[config.mk]
export PLATFORM = sky130hd
export DESIGN_NAME = marker_prefixed_varint_decoder
export DESIGN_NICKNAME = d
export VERILOG_FILES = /design/src/sv/mpvd_pkg.sv /design/src/sv/marker_prefixed_varint_decoder.sv
export SDC_FILE = /design/constraint.sdc
export NUM_CORES = 1
export LEC_CHECK = 0
export ABC_CLOCK_PERIOD_IN_PS = 5400
export BUFFER_PORTS_ARGS = -buffer_cell sky130_fd_sc_hd__buf_2
export CAP_MARGIN = 20
export CORE_ASPECT_RATIO = 0.5
export CORE_MARGIN = 2
export CORE_UTILIZATION = 45
export CTS_BUF_LIST = sky130_fd_sc_hd__clkbuf_2
export DETAILED_ROUTE_END_ITERATION = 8
export MAX_ROUTING_LAYER = met4
export PLACE_DENSITY = 0.66
export SLEW_MARGIN = 20
export SYNTH_ARGS = -nofsm -noshare
export SYNTH_HDL_FRONTEND = slang
export SYNTH_SLANG_ARGS = --single-unit
[constraint.sdc]
create_clock -name clk_i -period 5.4 [get_ports clk_i]
set_clock_uncertainty 0.05 [all_clocks]
set_input_delay 0.27 -clock clk_i [delete_from_list [all_inputs] [get_ports clk_i]]
set_output_delay 0.27 -clock clk_i [all_outputs]
set_load 0.02 [all_outputs]
[src/sv/mpvd_pkg.sv]
// ----------------------------------------------------------------------------
// mpvd_pkg
// Types, codes and helper functions for the marker-prefixed varint decoder.
// ----------------------------------------------------------------------------
package mpvd_pkg;

  localparam int unsigned CfgIndexWidth = 8;

  // configuration register indexes
  localparam logic [CfgIndexWidth-1:0] CFG_TARGET_WIDTH  = 8'd0;
  localparam logic [CfgIndexWidth-1:0] CFG_DEFAULT_VALUE = 8'd1;

  // target width codes
  localparam logic [1:0] WIDTH_8  = 2'd0;
  localparam logic [1:0] WIDTH_16 = 2'd1;
  localparam logic [1:0] WIDTH_32 = 2'd2;
  localparam logic [1:0] WIDTH_64 = 2'd3;

  // lead byte markers with a payload
  localparam logic [7:0] MARKER_LEN2 = 8'h91;  // -111
  localparam logic [7:0] MARKER_LEN3 = 8'h90;  // -112
  localparam logic [7:0] MARKER_LEN4 = 8'h8F;  // -113
  localparam logic [7:0] MARKER_LEN5 = 8'h8E;  // -114
  localparam logic [7:0] MARKER_LEN8 = 8'h8B;  // -117

  // lead bytes outside this range are literal values
  localparam logic [7:0] LITERAL_POS_MAX = 8'h7F;
  localparam logic [7:0] LITERAL_NEG_MIN = 8'h92;

  typedef enum logic [1:0] {
    STATUS_OK          = 2'd0,
    STATUS_TOO_WIDE    = 2'd1,
    STATUS_UNSUPPORTED = 2'd2
  } status_e;

  // Payload length of a marker, zero when the marker is not supported.
  function automatic logic [3:0] marker_length(input logic [7:0] b);
    logic [3:0] len;
    unique case (b)
      MARKER_LEN2: len = 4'd2;
      MARKER_LEN3: len = 4'd3;
      MARKER_LEN4: len = 4'd4;
      MARKER_LEN5: len = 4'd5;
      MARKER_LEN8: len = 4'd8;
      default:     len = 4'd0;
    endcase
    return len;
  endfunction

  // Smallest width code that accepts a payload of the given length.
  function automatic logic [1:0] needed_width(input logic [3:0] len);
    logic [1:0] w;
    priority if (len <= 4'd2) begin
      w = WIDTH_16;
    end else if (len <= 4'd4) begin
      w = WIDTH_32;
    end else begin
      w = WIDTH_64;
    end
    return w;
  endfunction

  // Sign-extend the low len bytes of v to 64 bits; a len other than 2 to 5 returns v as is.
  function automatic logic [63:0] sign_extend(input logic [63:0] v, input logic [3:0] len);
    logic [63:0] r;
    unique case (len)
      4'd2:    r = {{48{v[15]}}, v[15:0]};
      4'd3:    r = {{40{v[23]}}, v[23:0]};
      4'd4:    r = {{32{v[31]}}, v[31:0]};
      4'd5:    r = {{24{v[39]}}, v[39:0]};
      default: r = v;
    endcase
    return r;
  endfunction

endpackage

[src/sv/marker_prefixed_varint_decoder.sv]
// ----------------------------------------------------------------------------
// marker_prefixed_varint_decoder
// Decodes a byte stream of marker-prefixed variable-length signed integers.
// ----------------------------------------------------------------------------
// One byte is taken per cycle and each byte is fully handled in the cycle it
// is accepted: a lead byte either yields a result at once or arms a payload
// counter, a payload byte is merged into a 64-bit accumulator. A result
// appears in the output register in the cycle after the byte that completes
// it, and the input keeps taking bytes while that register is drained, so
// the sustained rate is one byte per cycle; only a stalled output holds the
// input. Encodings wider than target_width still consume their payload and
// return default_value with status 1; unsupported markers return it at once
// with status 2. Configuration writes are always taken (cfg_ready_o is high).
// ----------------------------------------------------------------------------
module marker_prefixed_varint_decoder (
  input  logic        clk_i,
  input  logic        rst_ni,
  // byte input
  input  logic        in_valid_i,
  output logic        in_ready_o,
  input  logic [7:0]  in_byte_i,
  // result output
  output logic        out_valid_o,
  input  logic        out_ready_i,
  output logic [63:0] value_o,
  output logic [1:0]  status_o,
  // configuration
  input  logic        cfg_valid_i,
  output logic        cfg_ready_o,
  input  logic [mpvd_pkg::CfgIndexWidth-1:0] cfg_index_i,
  input  logic [63:0] cfg_data_i
);

  logic [1:0]  target_width_q;
  logic [63:0] default_value_q;

  logic [3:0]  bytes_left_q, bytes_left_d;
  logic [3:0]  payload_length_q, payload_length_d;
  logic [63:0] assembly_q, assembly_d;
  logic        reject_q, reject_d;

  logic        out_valid_q, out_valid_d;
  logic [63:0] value_q, value_d;
  mpvd_pkg::status_e status_q, status_d;

  logic        in_xfer;
  logic        res_valid;
  logic [3:0]  lead_len;
  logic [2:0]  pos;
  logic [63:0] merged;

  assign cfg_ready_o = 1'b1;
  assign in_ready_o  = !out_valid_q || out_ready_i;
  assign in_xfer     = in_valid_i && in_ready_o;

  assign lead_len = mpvd_pkg::marker_length(in_byte_i);
  assign pos      = 3'(payload_length_q - bytes_left_q);
  assign merged   = assembly_q | (64'(in_byte_i) << {pos, 3'b000});

  always_comb begin
    bytes_left_d     = bytes_left_q;
    payload_length_d = payload_length_q;
    assembly_d       = assembly_q;
    reject_d         = reject_q;
    res_valid        = 1'b0;
    value_d          = value_q;
    status_d         = status_q;

    if (in_xfer) begin
      if (bytes_left_q == 4'd0) begin
        if (in_byte_i <= mpvd_pkg::LITERAL_POS_MAX || in_byte_i >= mpvd_pkg::LITERAL_NEG_MIN) begin
          res_valid = 1'b1;
          value_d   = {{56{in_byte_i[7]}}, in_byte_i};
          status_d  = mpvd_pkg::STATUS_OK;
        end else if (lead_len == 4'd0) begin
          res_valid = 1'b1;
          value_d   = default_value_q;
          status_d  = mpvd_pkg::STATUS_UNSUPPORTED;
        end else begin
          // take the width decision now; later writes do not change it
          payload_length_d = lead_len;
          bytes_left_d     = lead_len;
          assembly_d       = '0;
          reject_d         = target_width_q < mpvd_pkg::needed_width(lead_len);
        end
      end else begin
        bytes_left_d = bytes_left_q - 4'd1;
        assembly_d   = merged;
        if (bytes_left_q == 4'd1) begin
          res_valid = 1'b1;
          if (reject_q) begin
            value_d  = default_value_q;
            status_d = mpvd_pkg::STATUS_TOO_WIDE;
          end else begin
            value_d  = mpvd_pkg::sign_extend(merged, payload_length_q);
            status_d = mpvd_pkg::STATUS_OK;
          end
          reject_d         = 1'b0;
          payload_length_d = 4'd0;
          assembly_d       = '0;
        end
      end
    end
  end

  always_comb begin
    out_valid_d = out_valid_q;
    if (in_xfer) begin
      out_valid_d = res_valid;
    end else if (out_ready_i) begin
      out_valid_d = 1'b0;
    end
  end

  always_ff @(posedge clk_i or negedge rst_ni) begin
    if (!rst_ni) begin
      target_width_q   <= mpvd_pkg::WIDTH_64;
      default_value_q  <= '0;
      bytes_left_q     <= '0;
      payload_length_q <= '0;
      assembly_q       <= '0;
      reject_q         <= 1'b0;
      out_valid_q      <= 1'b0;
    end else begin
      if (cfg_valid_i && cfg_ready_o) begin
        if (cfg_index_i == mpvd_pkg::CFG_TARGET_WIDTH) begin
          target_width_q <= cfg_data_i[1:0];
        end else if (cfg_index_i == mpvd_pkg::CFG_DEFAULT_VALUE) begin
          default_value_q <= cfg_data_i;
        end
      end
      bytes_left_q     <= bytes_left_d;
      payload_length_q <= payload_length_d;
      assembly_q       <= assembly_d;
      reject_q         <= reject_d;
      out_valid_q      <= out_valid_d;
    end
  end

  // result payload, loaded only with a new result
  always_ff @(posedge clk_i) begin
    if (in_xfer && res_valid) begin
      value_q  <= value_d;
      status_q <= status_d;
    end
  end

  assign out_valid_o = out_valid_q;
  assign value_o     = value_q;
  assign status_o    = status_q;

endmodule

Word-level counts from Yosys, hierarchy flattened --
Cells that the tools add are included.
Operators by class: add/subtract/negate cells 2, multipliers 0, div/mod/pow operators 0, magnitude comparators 5, equal/unequal tests 14, shift-type cells 1, mux-type cells 38, bitwise logic cells 2, reductions and logical operators 15
Operators by type and width (number):
- two-way mux 64 bit | 9
- case mux 64 bit (4 select lines) | 1
- OR 64 bit | 1
- left shift 8 x 6 -> 64 bit | 1
- == test 8 bit (second input constant) | 5
- two-way mux 4 bit | 5
- case mux 4 bit (5 select lines) | 1
- two-way mux 2 bit | 9
- two-way mux 1 bit | 13
- == test 4 x 2 -> 1 bit (second input constant) | 2
- == test 4 x 3 -> 1 bit (second input constant) | 2
- == test 8 x 1 -> 1 bit (second input constant) | 1
- greater-or-equal comparator 8 bit (second input constant) | 1
- less-or-equal comparator 8 x 7 -> 1 bit (second input constant) | 1
- zero test 4 bit | 2
- zero test 8 bit | 1
- AND reduction 4 bit | 2
- AND reduction 3 bit | 2
- == test 4 x 1 -> 1 bit (second input constant) | 1
- less-or-equal comparator 4 x 2 -> 1 bit (second input constant) | 1
- less-or-equal comparator 4 x 3 -> 1 bit (second input constant) | 1
- != test 2 bit (second input constant) | 2
- nonzero test 2 bit | 2
- subtractor 4 x 1 -> 4 bit (second input constant) | 1
- 8 further kinds | 10
Word-level totals: register bits after elaboration 206, bits in latches 0, RAM bits 0, memory bits (read-only) 0, bits of input ports 85, output and inout port bits 69, word-level logic and storage cells 86, memories 0

Depth between registers and ports, before layout --
Gate-level depths: netlist (run 1).
depth in word-level cells 13, mapped depth 12, gate-level depth less buffers 9

Worst setup path after synthesis (run 1) --
OpenSTA, ideal clock, no wires.
kind register to register, from reg bytes_left_q[0], to reg status_q[0], in the netlist status_o[0] (enable), setup time 491 ps, data arrival time 4058 ps, slack 802 ps, stages on the path, launching flop included 8, path buffers 1, cells stage by stage dfrtp_1 inv_1 ha_1 nor3b_1 clkbuf_1 o211ai_1 a21oi_1 nor2_1
On the way: word-level cells in the longest chain between the ends 6, elaborated cells on any way between the ends 9, those cells by class 2 x eq/ne; 3 x mux; 4 x reduce/logical
Ends and longest elaborated chain:
- from (decl) | line marker_prefixed_varint_decoder.sv:37 | logic [3:0] bytes_left_q, bytes_left_d;
- from (signal assigned) | line marker_prefixed_varint_decoder.sv:132 | bytes_left_q <= bytes_left_d;
- == test 4 x 1 -> 1 bit | line marker_prefixed_varint_decoder.sv:89 | if (bytes_left_q == 4'd1) begin
- two-way mux 1 bit | line marker_prefixed_varint_decoder.sv:89
- two-way mux 1 bit | line marker_prefixed_varint_decoder.sv:70 | if (bytes_left_q == 4'd0) begin
- two-way mux 1 bit | line marker_prefixed_varint_decoder.sv:69 | if (in_xfer) begin
- logical AND 1 bit | line marker_prefixed_varint_decoder.sv:142 | if (in_xfer && res_valid) begin
- AND reduction 4 bit (no line) (*)
- to (signal assigned) | line marker_prefixed_varint_decoder.sv:144 | status_q <= status_d;
- to (decl) | line marker_prefixed_varint_decoder.sv:44 | mpvd_pkg::status_e status_q, status_d;
Every way passes the cells marked *; elsewhere a longest branch is shown, timed or not. A chain may end at the register's enable or synchronous reset.

Worst setup path in the final report (run 1) --
from reg payload_length_q[0], to reg value_q[41], in the netlist value_o[41], data pin
On the way: word-level cells in the longest chain between the ends 7, elaborated cells on any way between the ends 11, those cells by class 1 x add/sub; 4 x eq/ne; 1 x shift; 4 x mux; 1 x bitwise
Ends and longest elaborated chain:
- from (decl) | line marker_prefixed_varint_decoder.sv:38 | logic [3:0] payload_length_q, payload_length_d;
- from (signal assigned) | line marker_prefixed_varint_decoder.sv:133 | payload_length_q <= payload_length_d;
- subtractor 3 bit | line marker_prefixed_varint_decoder.sv:57 | assign pos = 3'(payload_length_q - bytes_left_q);
- left shift 8 x 6 -> 64 bit | line marker_prefixed_varint_decoder.sv:58 | assign merged = assembly_q | (64'(in_byte_i) << {pos, 3'b000});
- OR 64 bit | line marker_prefixed_varint_decoder.sv:58
- case mux 64 bit (4 select lines) (*) | line mpvd_pkg.sv:66 | unique case (len)
- two-way mux 64 bit (*) | line marker_prefixed_varint_decoder.sv:91 | if (reject_q) begin
- two-way mux 64 bit (*) | line marker_prefixed_varint_decoder.sv:89
- two-way mux 64 bit (*) | line marker_prefixed_varint_decoder.sv:70
- to (signal assigned) | line marker_prefixed_varint_decoder.sv:143 | value_q <= value_d;
- to (decl) | line marker_prefixed_varint_decoder.sv:43 | logic [63:0] value_q, value_d;
Every way passes the cells marked *; elsewhere a longest branch is shown, timed or not. The select of a mux whose other input is x is not followed.

==> results.md, run 1 <==
- Top cell by count, worst path: inv_1
- Pre-CTS setup slack: about 1600 ps
- Worst Setup End Kind: register
- Seq/Total Area, Yosys: 0.5597
- Routed WL: 30660 µm
- Max IR drop VDD: approximately 0.31 mV
- Critical path buffer and inverter count: 2
- Post-synthesis cell type with the largest combined area: dfrtp_1
- Power Dens Cells: 537.2 nW/µm²
- Leakage: ~5.6 nW
- Final setup violation count: 0
- Setup TNS: 0 ps
- Share of layout cells above drive strength 1: 0.2885
- Core area: 21540 µm²
- Seq cells post-synth: around 210
- Post-CTS Hold Buffers: between 70 and 80
- Post-synth top area share: 0.3522
- IO Port Bufs: 152
- Total Power: 0.006480 W
- Root Buffer: clkbuf_2
- GP Congestion: 0.9179
- Final nets: about 1200
- # DRC: 0
- Flop2flop setup slack: between 1500 and 2000 ps
- Number of synthesized flops with an enable pin: 66
- Rel. slew slack: 0.2095
- Syn nets: 1004
- First-pass GRT wire length: 46890 µm
- Critical path fanouts, max: 19
- Unrepaired setup endpoints after global routing: no
- First DRT Iteration DRCs: about 1000
- Cell area after synthesis: just under 10000 µm²
- Crit path required time: 5910 ps
- FF+latch area: 5489 µm²
- Tmin final: 3809 ps
- Distinct cell type count after synthesis: 67
- Vias/cell: 5.790
- CTS tree: yes
- Worst R2R Path Depth: 9
- Clock latency on the worst-skew pair: 810 ps
- Mapped Avg Cell Area: roughly 11 µm²
- Worst Setup Path Type: reg -> reg
- Area of the multi-input gates: a little over 4000 µm²
- Total gr overflow: 0
- Fill count: about 1900
- H-tree Lvls: 2
- Die X: 212.7 µm
- Crit Reg-Reg Endpoint: value_o[41]
- Final Non-Filler Cells: 1483
- Clk sinks: between 200 and 250
- # rows: 38
- Post-synth ARST share: 0.6796
- Worst Max-Slew Pin Slew: 1181 ps
- HPWL Detailed: 19010 µm
- CP arrival: between 4000 and 5000 ps
- Die height: approximately 110 µm
- Max Transition Viols Final: 0
- Largest stage delay on the critical path: 850 ps
- Synth Instances: approximately 900
- Tcrit/Tclk final: 0.7055
- Reg2reg start: payload_length_q[0]
- Cts repair resizes: 0
- Final Hold Viols: 0
- Critical path launch point type: register
- Io pins: 154
- Initial antenna violation count: 2
- Vias post-DR: between 8000 and 9000
- Hold Crit Class: in -> async
- Die area: 23060 µm²
- Max Cap Viol: 0
- Main area contributors after synthesis: dfrtp_1 (35%), edfxtp_1 (20%), mux2_2 (7.7%)
- Max Clock Freq: around 260 MHz
- CP top delay family: compound AO/OA/AOI/OAI gates
- Max clock buf depth: 3
- Final core utilization: 0.5601
- Largest net degree at the start of global routing: 92
- Status: finished, final reports clean
- Yosys Warn Count: 0
- DR WL/cell: 20.68 µm
- Crit-path cells: inv_1 > ha_1 > inv_1 > fa_1 > xor3_2 > a31oi_1 > o2bb2ai_2 > nor3_4 > o211ai_1
- Top_reg_cell synth: dfrtp_1
- Critical-path top delay cell: nor3_4
- Pre-antenna DRT Iters: 7
- Tot GR Track Use: 0.2771
- Worst Slack Setup Final: ~1600 ps
- Final ANT Viol Nets: 0
- Vias in the first global route: 8465
- TritonCTS Buffers: 49
- Initial core utilization: 0.4552
- Clock-pin transition on the worst setup and hold timing paths: roughly 120 ps
- Layout area overhead: 23.05%
- Setup Buffers After CTS: 0
- Inst Count DP: roughly 1300
cells in the mapped netlist, drive strengths merged (2+ instances only):
| library cell | instances |
|---|---|
| a2111oi | 7 |
| a211oi | 2 |
| a21o | 3 |
| a21oi | 59 |
| a221o | 2 |
| a22oi | 8 |
| a2bb2oi | 7 |
| a31oi | 68 |
| and2 | 3 |
| and3 | 4 |
| buf | 16 |
| clkbuf | 50 |
| dfrtp | 138 |
| dfstp | 2 |
| edfxtp | 66 |
| ha | 4 |
| inv | 18 |
| mux2 | 67 |
| mux2i | 3 |
| nand2 | 68 |
| nand2b | 25 |
| nand3 | 47 |
| nand4 | 2 |
| nor2 | 101 |
| nor2b | 2 |
| nor3 | 14 |
| nor3b | 4 |
| nor4 | 3 |
| nor4b | 2 |
| o2111ai | 2 |
| o211ai | 26 |
| o21a | 3 |
| o21ai | 59 |
| o31ai | 3 |
| o32a | 7 |
| or3b | 2 |
registers in the layout, indices dropped and copies added (netlist names):
signal	flops
assembly_q	64
default_value_q	64
value_o	64
bytes_left_q	4
payload_length_q	4
status_o	2
target_width_q	2
out_valid_o	1
reject_q	1
worst max path at each step:
| stage | from | to | cells past startpoint |
|---|---|---|---|
| finish | payload_length_q[0] | value_o[41] | 9 |
| detailed placement | payload_length_q[0] | value_o[41] | 9 |
| CTS | payload_length_q[0] | value_o[41] | 9 |
| floorplan | bytes_left_q[0] | status_o[0] | 7 |
| global placement | payload_length_q[0] | value_o[44] | 9 |
| global route | payload_length_q[0] | value_o[41] | 9 |
final cells by class:
type                            count  share of cell area
Clock inverter                     14            0.004356
Sequential cell                   206              0.4550
Clock buffer                       77             0.03194
Timing Repair Buffer              243              0.1382
Inverter                           18            0.005600
Antenna cell                        1           0.0002074
Multi-Input combinational cell    624              0.3335
Tap cell                          300             0.03111
power breakdown:
part	switching, W	total, W	internal, W
Clock	0.000645	0.00102	0.000375
Sequential	0.000228	0.00242	0.00219
Combinational	0.00201	0.00304	0.00104
kinds of logic after synthesis:
group | after synthesis | synth area share
flip-flops | 206 | 0.5597
adder cells (fa/ha/maj) | 5 | 0.007147
multiplexers | 70 | 0.08002
buffers and inverters | 84 | 0.03560
AO/OA/AOI/OAI | 265 | 0.1776
AND/OR/NAND/NOR | 280 | 0.1337
other | 1 | 0.0003825
XOR/XNOR | 3 | 0.005742
routing by layer:
layer,up-vias,part of all wire,track usage
li1,3860,-,-
met1,4252,0.45,0.3884
met2,413,0.44,0.4048
met3,61,0.090,0.05983
met4,0,0.020,0.08392
met5,-,0,-
stage by stage:
stage / area, µm² / hold WS (ps)
global route: 12060 / 43.07
floorplan: 9804 / -75.59
CTS: 12000 / 3.305
detailed placement: 10790 / 374.5
finish: 12060 / 27.00
global placement: 10790 / 379.2
cells in the final DEF, fill, tap and decap left out, types with 18 or more instances in the layout:
master / instances
clkbuf_2: 77
nand2_1: 68
edfxtp_1: 66
o21ai_0: 54
inv_1: 18
mux2_2: 67
dfrtp_1: 137
dlygate4sd3_1: 79
a31oi_1: 66
buf_2: 151
a21oi_1: 59
nor2_1: 99
nand2b_1: 25
nand3_1: 45
No activity file was read; power rests on OpenSTA's default activity.
==> run 2, diff against run 1 <==
Settings changed: ABC_AREA from default to 1, ABC_CLOCK_PERIOD_IN_PS 5400 to 3740, PLACE_DENSITY 0.66 to 0.65.
Clock period 5.4 ns to 3.74 ns, I/O delays scaled along.
==> run 2 against run 1 <==
Against the previous run:
- the flow now finishes with violations (negative hold slack)
- wire length is 0.96% lower
- power is 35% higher
- worst hold slack got worse by 50 ps
- largest power group unchanged
- critical path type is now in -> reg
==> results.md, run 2 <==
- Status: complete, but fails checks
- Violations in the final reports: negative hold slack
- Top cell by count, worst path: dlygate4sd3_1
- Final nets: 1648 (+34%)
- Worst Max-Slew Pin Slew: 1024 ps (-157.2 ps)
- Most common cell after layout, fill and taps aside: nand2_1
- Largest stage delay on the critical path: 620 ps (-230 ps)
- Rel. slew slack: 0.3130 (+0.1035)
- Post-synth ARST share: 0.6796 (unchanged)
- Io pins: 154 (unchanged)
- Pre-antenna DRT Iters: 7 (unchanged)
- First DRT Iteration DRCs: 768 (-24%)
- Critical path fanouts, max: 4 (-15)
- Tcrit/Tclk final: 0.9173
- Max Transition Viols Final: 0 (unchanged)
- # DRC: 0 (unchanged)
- Mapped Avg Cell Area: 7.899 µm² (-26%)
- Worst R2R Path Depth: 14 (+5)
- Max Cap Viol: 0 (unchanged)
- H-tree Lvls: 2 (unchanged)
- Fin Hold WS: -23.23 ps (-50.23 ps)
- CTS tree: yes
- Post-synth top area share: 0.3317 (-0.02053)
- Most numerous cell in the Yosys netlist: nand2_1
- Number of synthesized flops with an enable pin: 66 (unchanged)
- Tmin final: approximately 3400 ps
- Root Buffer: clkbuf_2
- First-pass GRT wire length: 49200 µm (+4.9%)
- Final ANT Viol Nets: 0 (unchanged)
- Largest net degree at the start of global routing: 129 (+40%)
- TritonCTS Buffers: 50 (+2.0%)
- Share of layout cells above drive strength 1: 0.1727 (-0.1158)
- Critical path launch point type: input pin
- Post-CTS Hold Buffers: 96 (+25%)
- Worst Setup Path Type: in -> reg
- Leakage: 6.667 nW (+19%)
- GP Congestion: 0.9799 (+6.8%)
- Die height: 111.6 µm (+2.9%)
- Grt met2 use: 0.3800 (-0.02480)
- Syn nets: 1408 (+40%)
- Seq cells post-synth: 206 (unchanged)
- Most frequent cells after synthesis: nand2_1 (362), nor2_1 (212), dfrtp_1 (138)
- Crit-path cells: dlygate4sd3_1 > buf_2 > inv_2 > nand3_2 > nor2_2 > dlygate4sd3_1 > nand2_1 > dlygate4sd3_1 > nand3_1 > nand2_1 > nor2_1 > dlygate4sd3_1 > nand3b_1 > dlygate4sd3_1 > nand2_1
- Clock latency on the worst-skew pair: 830 ps (+20 ps)
- Flop pwr share: 0.364 (-0.009)
- Routed WL: 30370 µm (-0.96%)
- Worst Setup End Kind: register
- CP arrival: 4150 ps (-170 ps)
- Initial antenna violation count: 2 (unchanged)
- Max Clock Freq: slightly below 300 MHz
- GR Util met3: 0.06448 (+0.004649)
- Vias post-DR: 9585 (+12%)
- Yosys Warn Count: 0 (unchanged)
- HPWL Detailed: 19980 µm (+5.1%)
- Critical-path top delay cell: dlygate4sd3_1
- Hold Crit Class: in -> reg
- Core area: 22740 µm² (+5.6%)
- Power Dens Cells: 682.8 nW/µm² (+27%)
- Final Hold Viols: 2 (+2)
- Die area: 24440 µm² (+6.0%)
- Top_reg_cell synth: dfrtp_1
- Main area contributors after synthesis: dfrtp_1 (33%), edfxtp_1 (19%), nand2_1 (13%)
- Sw frac: 0.4518 (+0.007195)
- GRT busiest layer: met2
- Int Power: 0.004789 W (+33%)
- Vias in the first global route: 9275 (+9.6%)
- Total gr overflow: 0 (unchanged)
- Crit path required time: 4460 ps (-1450 ps)
- Final core utilization: 0.5626 (+0.002437)
- Synth Instances: 1318 (+44%)
- Clock-pin transition on the worst setup and hold timing paths: 110 ps (about the same)
- Initial core utilization: 0.4579 (+0.002641)
- Max clock buf depth: 3 (unchanged)
- Die X: 219.1 µm (+3.0%)
- Clk sinks: 206 (unchanged)
- DR WL/cell: 15.93 µm (-23%)
- CP top delay family: buffers and inverters
- Commonest non-fill, non-tap cells in the layout: nand2_1 (362), nor2_1 (212), buf_2 (151)
- Setup Buffers After CTS: 0 (unchanged)
- Net Sw Power: 0.003946 W (+37%)
- Layout area overhead: 22.87%
- Vias/cell: 5.026 (-13%)
- Cts repair resizes: 0 (unchanged)
- Unrepaired setup endpoints after global routing: no
- Clock power share: 0.180 (+0.023)
- Final setup violation count: 0 (unchanged)
- Seq/Total Area, Yosys: 0.5271 (-0.03262)
- IO Port Bufs: 152 (unchanged)
- Max IR drop VDD: 0.2888 mV (-5.6%)
- # rows: 39 (+2.6%)
- Post-synthesis cell type with the largest combined area: dfrtp_1
- Critical path buffer and inverter count: 7 (+5)
- Distinct cell type count after synthesis: 37 (-45%)
- Grt met1 use: 0.3760 (-0.01249)
- Setup TNS: 0 ps (unchanged)
- Tot GR Track Use: 0.2656 (-0.01150)
- Critical path depth in cells: 15 (+6)
- Cell area after synthesis: 10410 µm² (+6.2%)
- Combinational power share: 0.456 (-0.014)
- Hold Path Stages: 5
==> run 2: cell types whose count changed after synthesis, moves of 23 or more <==
cell,before,now
nand2_1,68,362
nor2_1,100,212
inv_1,18,113
a31oi_1,67,0
mux2_2,67,0
o21ai_0,54,107
nand2b_1,25,0
buf_2,12,35
==> run 2: power by group through the flow <==
| stage | Combinational (W) | Sequential [W] | Clock, W |
|---|---|---|---|
| 5_1_grt | 0.00448 | 0.00322 | 0.00175 |
| 3_5_place_dp | 0.00386 | 0.00323 | 0 |
| 4_1_cts | 0.00396 | 0.00318 | 0.00161 |
| 2_1_floorplan | 0.00246 | 0.00351 | 0 |
| 6_report | 0.00398 | 0.00318 | 0.00158 |
| 3_3_place_gp | 0.00378 | 0.00322 | 0 |
==> run 2: cell families (layout without fill, tap and decap cells) <==
| family | after synthesis | count (layout) | share of synthesized area |
|---|---|---|---|
| other cells | 1 | 3 | 0.0003602 |
| buf+inv | 200 | 480 | 0.08028 |
| fa+ha+maj | 5 | 5 | 0.006730 |
| compound gates | 243 | 243 | 0.1293 |
| simple gates | 663 | 663 | 0.2562 |
| flops | 206 | 206 | 0.5271 |
==> run 2: worst min-delay path: cells and delay by family <==
kind	cells	cell delay, ps
buf+inv	2	350
simple gates	2	190
compound gates	1	70
==> run 2: layout make-up <==
| type | instances | area, µm² |
|---|---|---|
| Multi-Input combinational cell | 912 | 4100 |
| Inverter | 125 | 471.7 |
| Clock buffer | 76 | 380.4 |
| Tap cell | 307 | 384.1 |
| Clock inverter | 16 | 88.84 |
| Timing Repair Buffer | 263 | 1874 |
| Antenna cell | 2 | 5.005 |
| Fill cell | 2171 | 9947 |
| Sequential cell | 206 | 5488 |
==> run 2: per-stage QoR <==
| stage | std cells | power (W) | hold slack, ps | area, µm² | setup WS [ps] |
|---|---|---|---|---|---|
| 3_5_place_dp | 1717 | 0.007089 | 351.4 | 11340 | 531.3 |
| 2_1_floorplan | 1318 | 0.005970 | -158.6 | 10410 | 860.4 |
| 3_3_place_gp | 1717 | 0.007000 | 334.4 | 11340 | 649.7 |
| 6_report | 1907 | 0.008735 | -23.23 | 12790 | 309.4 |
| 5_1_grt | 1907 | 0.009453 | 12.33 | 12790 | 157.1 |
| 4_1_cts | 1905 | 0.008753 | 1.045 | 12780 | 495.2 |
==> run 2: path summary, 6_finish.rpt <==
| check | startpoint | to | slack, ps |
|---|---|---|---|
| setup reg to reg | payload_length_q[0] | value_o[17] | 480 |
| setup / recovery | in_byte_i[6] | reject_q | 310 |
| hold / removal | cfg_index_i[0] | default_value_q[60] | -20 |
| hold reg to reg | default_value_q[2] | default_value_q[2] | 450 |
| min in group asynchronous | rst_ni | assembly_q[41] | 440 |
| max in group asynchronous | rst_ni | assembly_q[8] | 2490 |
==> run 2: routing by layer <==
metal | routed length (µm) | vias to the layer above
li1 | - | 4733
met1 | 14500 | 4510
met2 | 13190 | 285
met3 | 2095 | 57
met4 | 584 | 0
met5 | 0 | -
==> run 3, diff against run 2 <==
Settings changed: ABC_CLOCK_PERIOD_IN_PS 3740 to 4300, PLACE_DENSITY 0.65 to default, PLACE_DENSITY_LB_ADDON from default to 0.25.
Clock period 3.74 ns to 4.3 ns, I/O delays scaled along.
==> run 3 against run 2 <==
Against the previous run:
- cell count fell by 0.52%
- worst setup slack improved by 590 ps
- worst hold slack improved by 97 ps
- clock power fell by 20%
- largest cell class unchanged
- final area fell by 0.81%
- sequential power fell by 13%
- first-iteration DRC count rose by 2.2%
- highest routed layer unchanged
- via count barely moved
- sequential share of layout area rose by 0.35 points
- the run now ends clean
==> results.md, run 3 (synthesized netlist as in run 2, its figures left out) <==
- Worst Slack Setup Final: 895.8 ps (+586.4 ps)
- Die area: 24440 µm² (unchanged)
- Most common cell after layout, fill and taps aside: nand2_1
- Final Hold Viols: 0 (-2)
- Unrepaired setup endpoints after global routing: no
- Crit path required time: 4830 ps (+370 ps)
- Critical path fanouts, max: 25 (+21)
- TritonCTS Buffers: 48 (-4.0%)
- H-tree Lvls: 2 (unchanged)
- Rel. slew slack: 0.3413 (+0.02831)
- Leakage: 6.621 nW (-0.69%)
- First DRT Iteration DRCs: 785 (+2.2%)
- Power Dens Cells: 589.9 nW/µm² (-14%)
- Initial core utilization: 0.4579 (unchanged)
- Hold Crit Class: in -> reg
- Die X: 219.1 µm (unchanged)
- M1 wire length: 14350 µm (-1.1%)
- Worst R2R Path Depth: 14 (unchanged)
- Hold endpoint: default_value_q[1]
- Flop2flop setup slack: 900 ps (+420 ps)
- Io pins: 154 (unchanged)
- Worst Max-Slew Pin Slew: 988.1 ps (-36.13 ps)
- Critical-path top delay cell: fa_1
- Final nets: 1640 (-0.49%)
- Cts repair resizes: 0 (unchanged)
- CTS tree: yes
- Routed WL: 30130 µm (-0.79%)
- Fill count: 2144 (-1.2%)
- Critical path launch point type: register
- Max IR drop VDD: 0.3279 mV (+14%)
- Max Transition Viols Final: 0 (unchanged)
- First-pass GRT wire length: 48430 µm (-1.6%)
- Commonest non-fill, non-tap cells in the layout: nand2_1 (362), nor2_1 (212), buf_2 (151)
- Worst Setup End Kind: register
- # rows: 39 (unchanged)
- Max Cap Viol: 0 (unchanged)
- Total Power: 0.007485 W (-14%)
- DR WL met2: 12730 µm (-3.5%)
- Crit Reg-Reg Endpoint: value_o[60]
- Max Clock Freq: approximately 300 MHz
- Layout area overhead: 21.87%
- Die height: 111.6 µm (unchanged)
- Clk sinks: 206 (unchanged)
- GP Congestion: 0.9224 (-5.9%)
- Max clock buf depth: 3 (unchanged)
- Crit-path cells: inv_1 > ha_1 > inv_1 > fa_1 > buf_4 > nor3_1 > nand2_1 > nand2_1 > nand2_2 > nand2_4 > nor2_8 > nand2_1 > nand2_1 > nand2_1
- IO Port Bufs: 152 (unchanged)
- Total gr overflow: 0 (unchanged)
- Clock-pin transition on the worst setup and hold timing paths: 120 ps (about the same)
- Reg2reg start: payload_length_q[0]
- Tmin final: between 3000 and 4000 ps
- Largest net degree at the start of global routing: 76 (-41%)
- Vias/cell: 5.051 (+0.50%)
- Share of layout cells above drive strength 1: 0.1724 (-0.0002804)
- Setup TNS: 0 ps (unchanged)
- Tot GR Track Use: 0.2614 (-0.004205)
- Root Buffer: clkbuf_2
- Largest stage delay on the critical path: 870 ps (+250 ps)
- Core area: 22740 µm² (unchanged)
- Initial antenna violation count: 1 (-1)
- Top sig layer: met4
- DR WL/cell: 15.88 µm (-0.27%)
- Pre-CTS setup slack: 958.8 ps (+427.5 ps)
- # DRC: 0 (unchanged)
- Clock latency on the worst-skew pair: 850 ps (+20 ps)
- HPWL Detailed: 20040 µm (+0.27%)
- Hold Path Stages: 5 (unchanged)
- Vias in the first global route: 9211 (-0.69%)
- Tcrit/Tclk final: 0.7917
- Met3 Routed Length: 2318 µm (+11%)
- Hold Crit Start: cfg_index_i[2]
- Top cell by count, worst path: nand2_1
- Final ANT Viol Nets: 0 (unchanged)
- Vias post-DR: 9582 (-0.031%)
- Worst Setup Path Type: reg -> reg
- CP arrival: 3940 ps (-210 ps)
- Status: finished, final reports clean
- Final setup violation count: 0 (unchanged)
- Pre-antenna DRT Iters: 5 (-2)
run 3: worst max-delay path by stage:
stage / start / to / slack, ps
global placement: payload_length_q[0] / value_o[47] / 1080
detailed placement: payload_length_q[0] / value_o[54] / 960
global route: payload_length_q[0] / value_o[54] / 710
floorplan: bytes_left_q[1] / status_o[0] / 1420
finish: payload_length_q[0] / value_o[60] / 900
CTS: payload_length_q[0] / value_o[44] / 950
run 3: area by class of cell:
type                       instances  area, µm²  area share
antenna                            1      2.502   0.0001972
clock buffer                      74      370.4     0.02919
clock inverter                    15      58.81    0.004635
inverter                         125      471.7     0.03718
multi-input combinational        912       4100      0.3231
sequential                       206       5488      0.4325
tap                              307      384.1     0.03027
timing repair buffer             257       1813      0.1429
run 3: per-stage QoR:
step / cell area, µm² / hold WS, ps / std cells / utilization
6_report: 12690 / 73.66 / 1897 / 0.5580
5_1_grt: 12690 / 46.62 / 1897 / 0.5580
4_1_cts: 12690 / 2.012 / 1896 / 0.5579
3_5_place_dp: 11330 / 281.5 / 1716 / 0.4982
3_3_place_gp: 11330 / 272.3 / 1716 / 0.4982
2_1_floorplan: 10410 / -130.6 / 1318 / -
run 3: critical path: cells and delay by family (launching register included):
family | cells | cell delay [ps]
fa+ha+maj | 2 | 1030
buf+inv | 3 | 480
flops | 1 | 440
simple gates | 9 | 1120
run 3: repair_timing:
item                      4_1_cts  5_1_grt
hold buffers                   91        0
hold endpoints to repair      233        0
setup buffers                   0        0
run 3: power by group:
part | total (W) | switching (W) | internal [W]
Combinational | 0.00346 | 0.00241 | 0.00104
Clock | 0.00127 | 0.000808 | 0.000457
Sequential | 0.00276 | 0.000172 | 0.00259
Total | 0.00748 | 0.00339 | 0.00409
run 3: per-layer routing:
metal  vias to the layer above  global-route usage
met2                       353              0.3736
met4                         0             0.08694
li1                       4713                   -
met3                        70             0.05738
met1                      4446              0.3686
met5                         -                   -
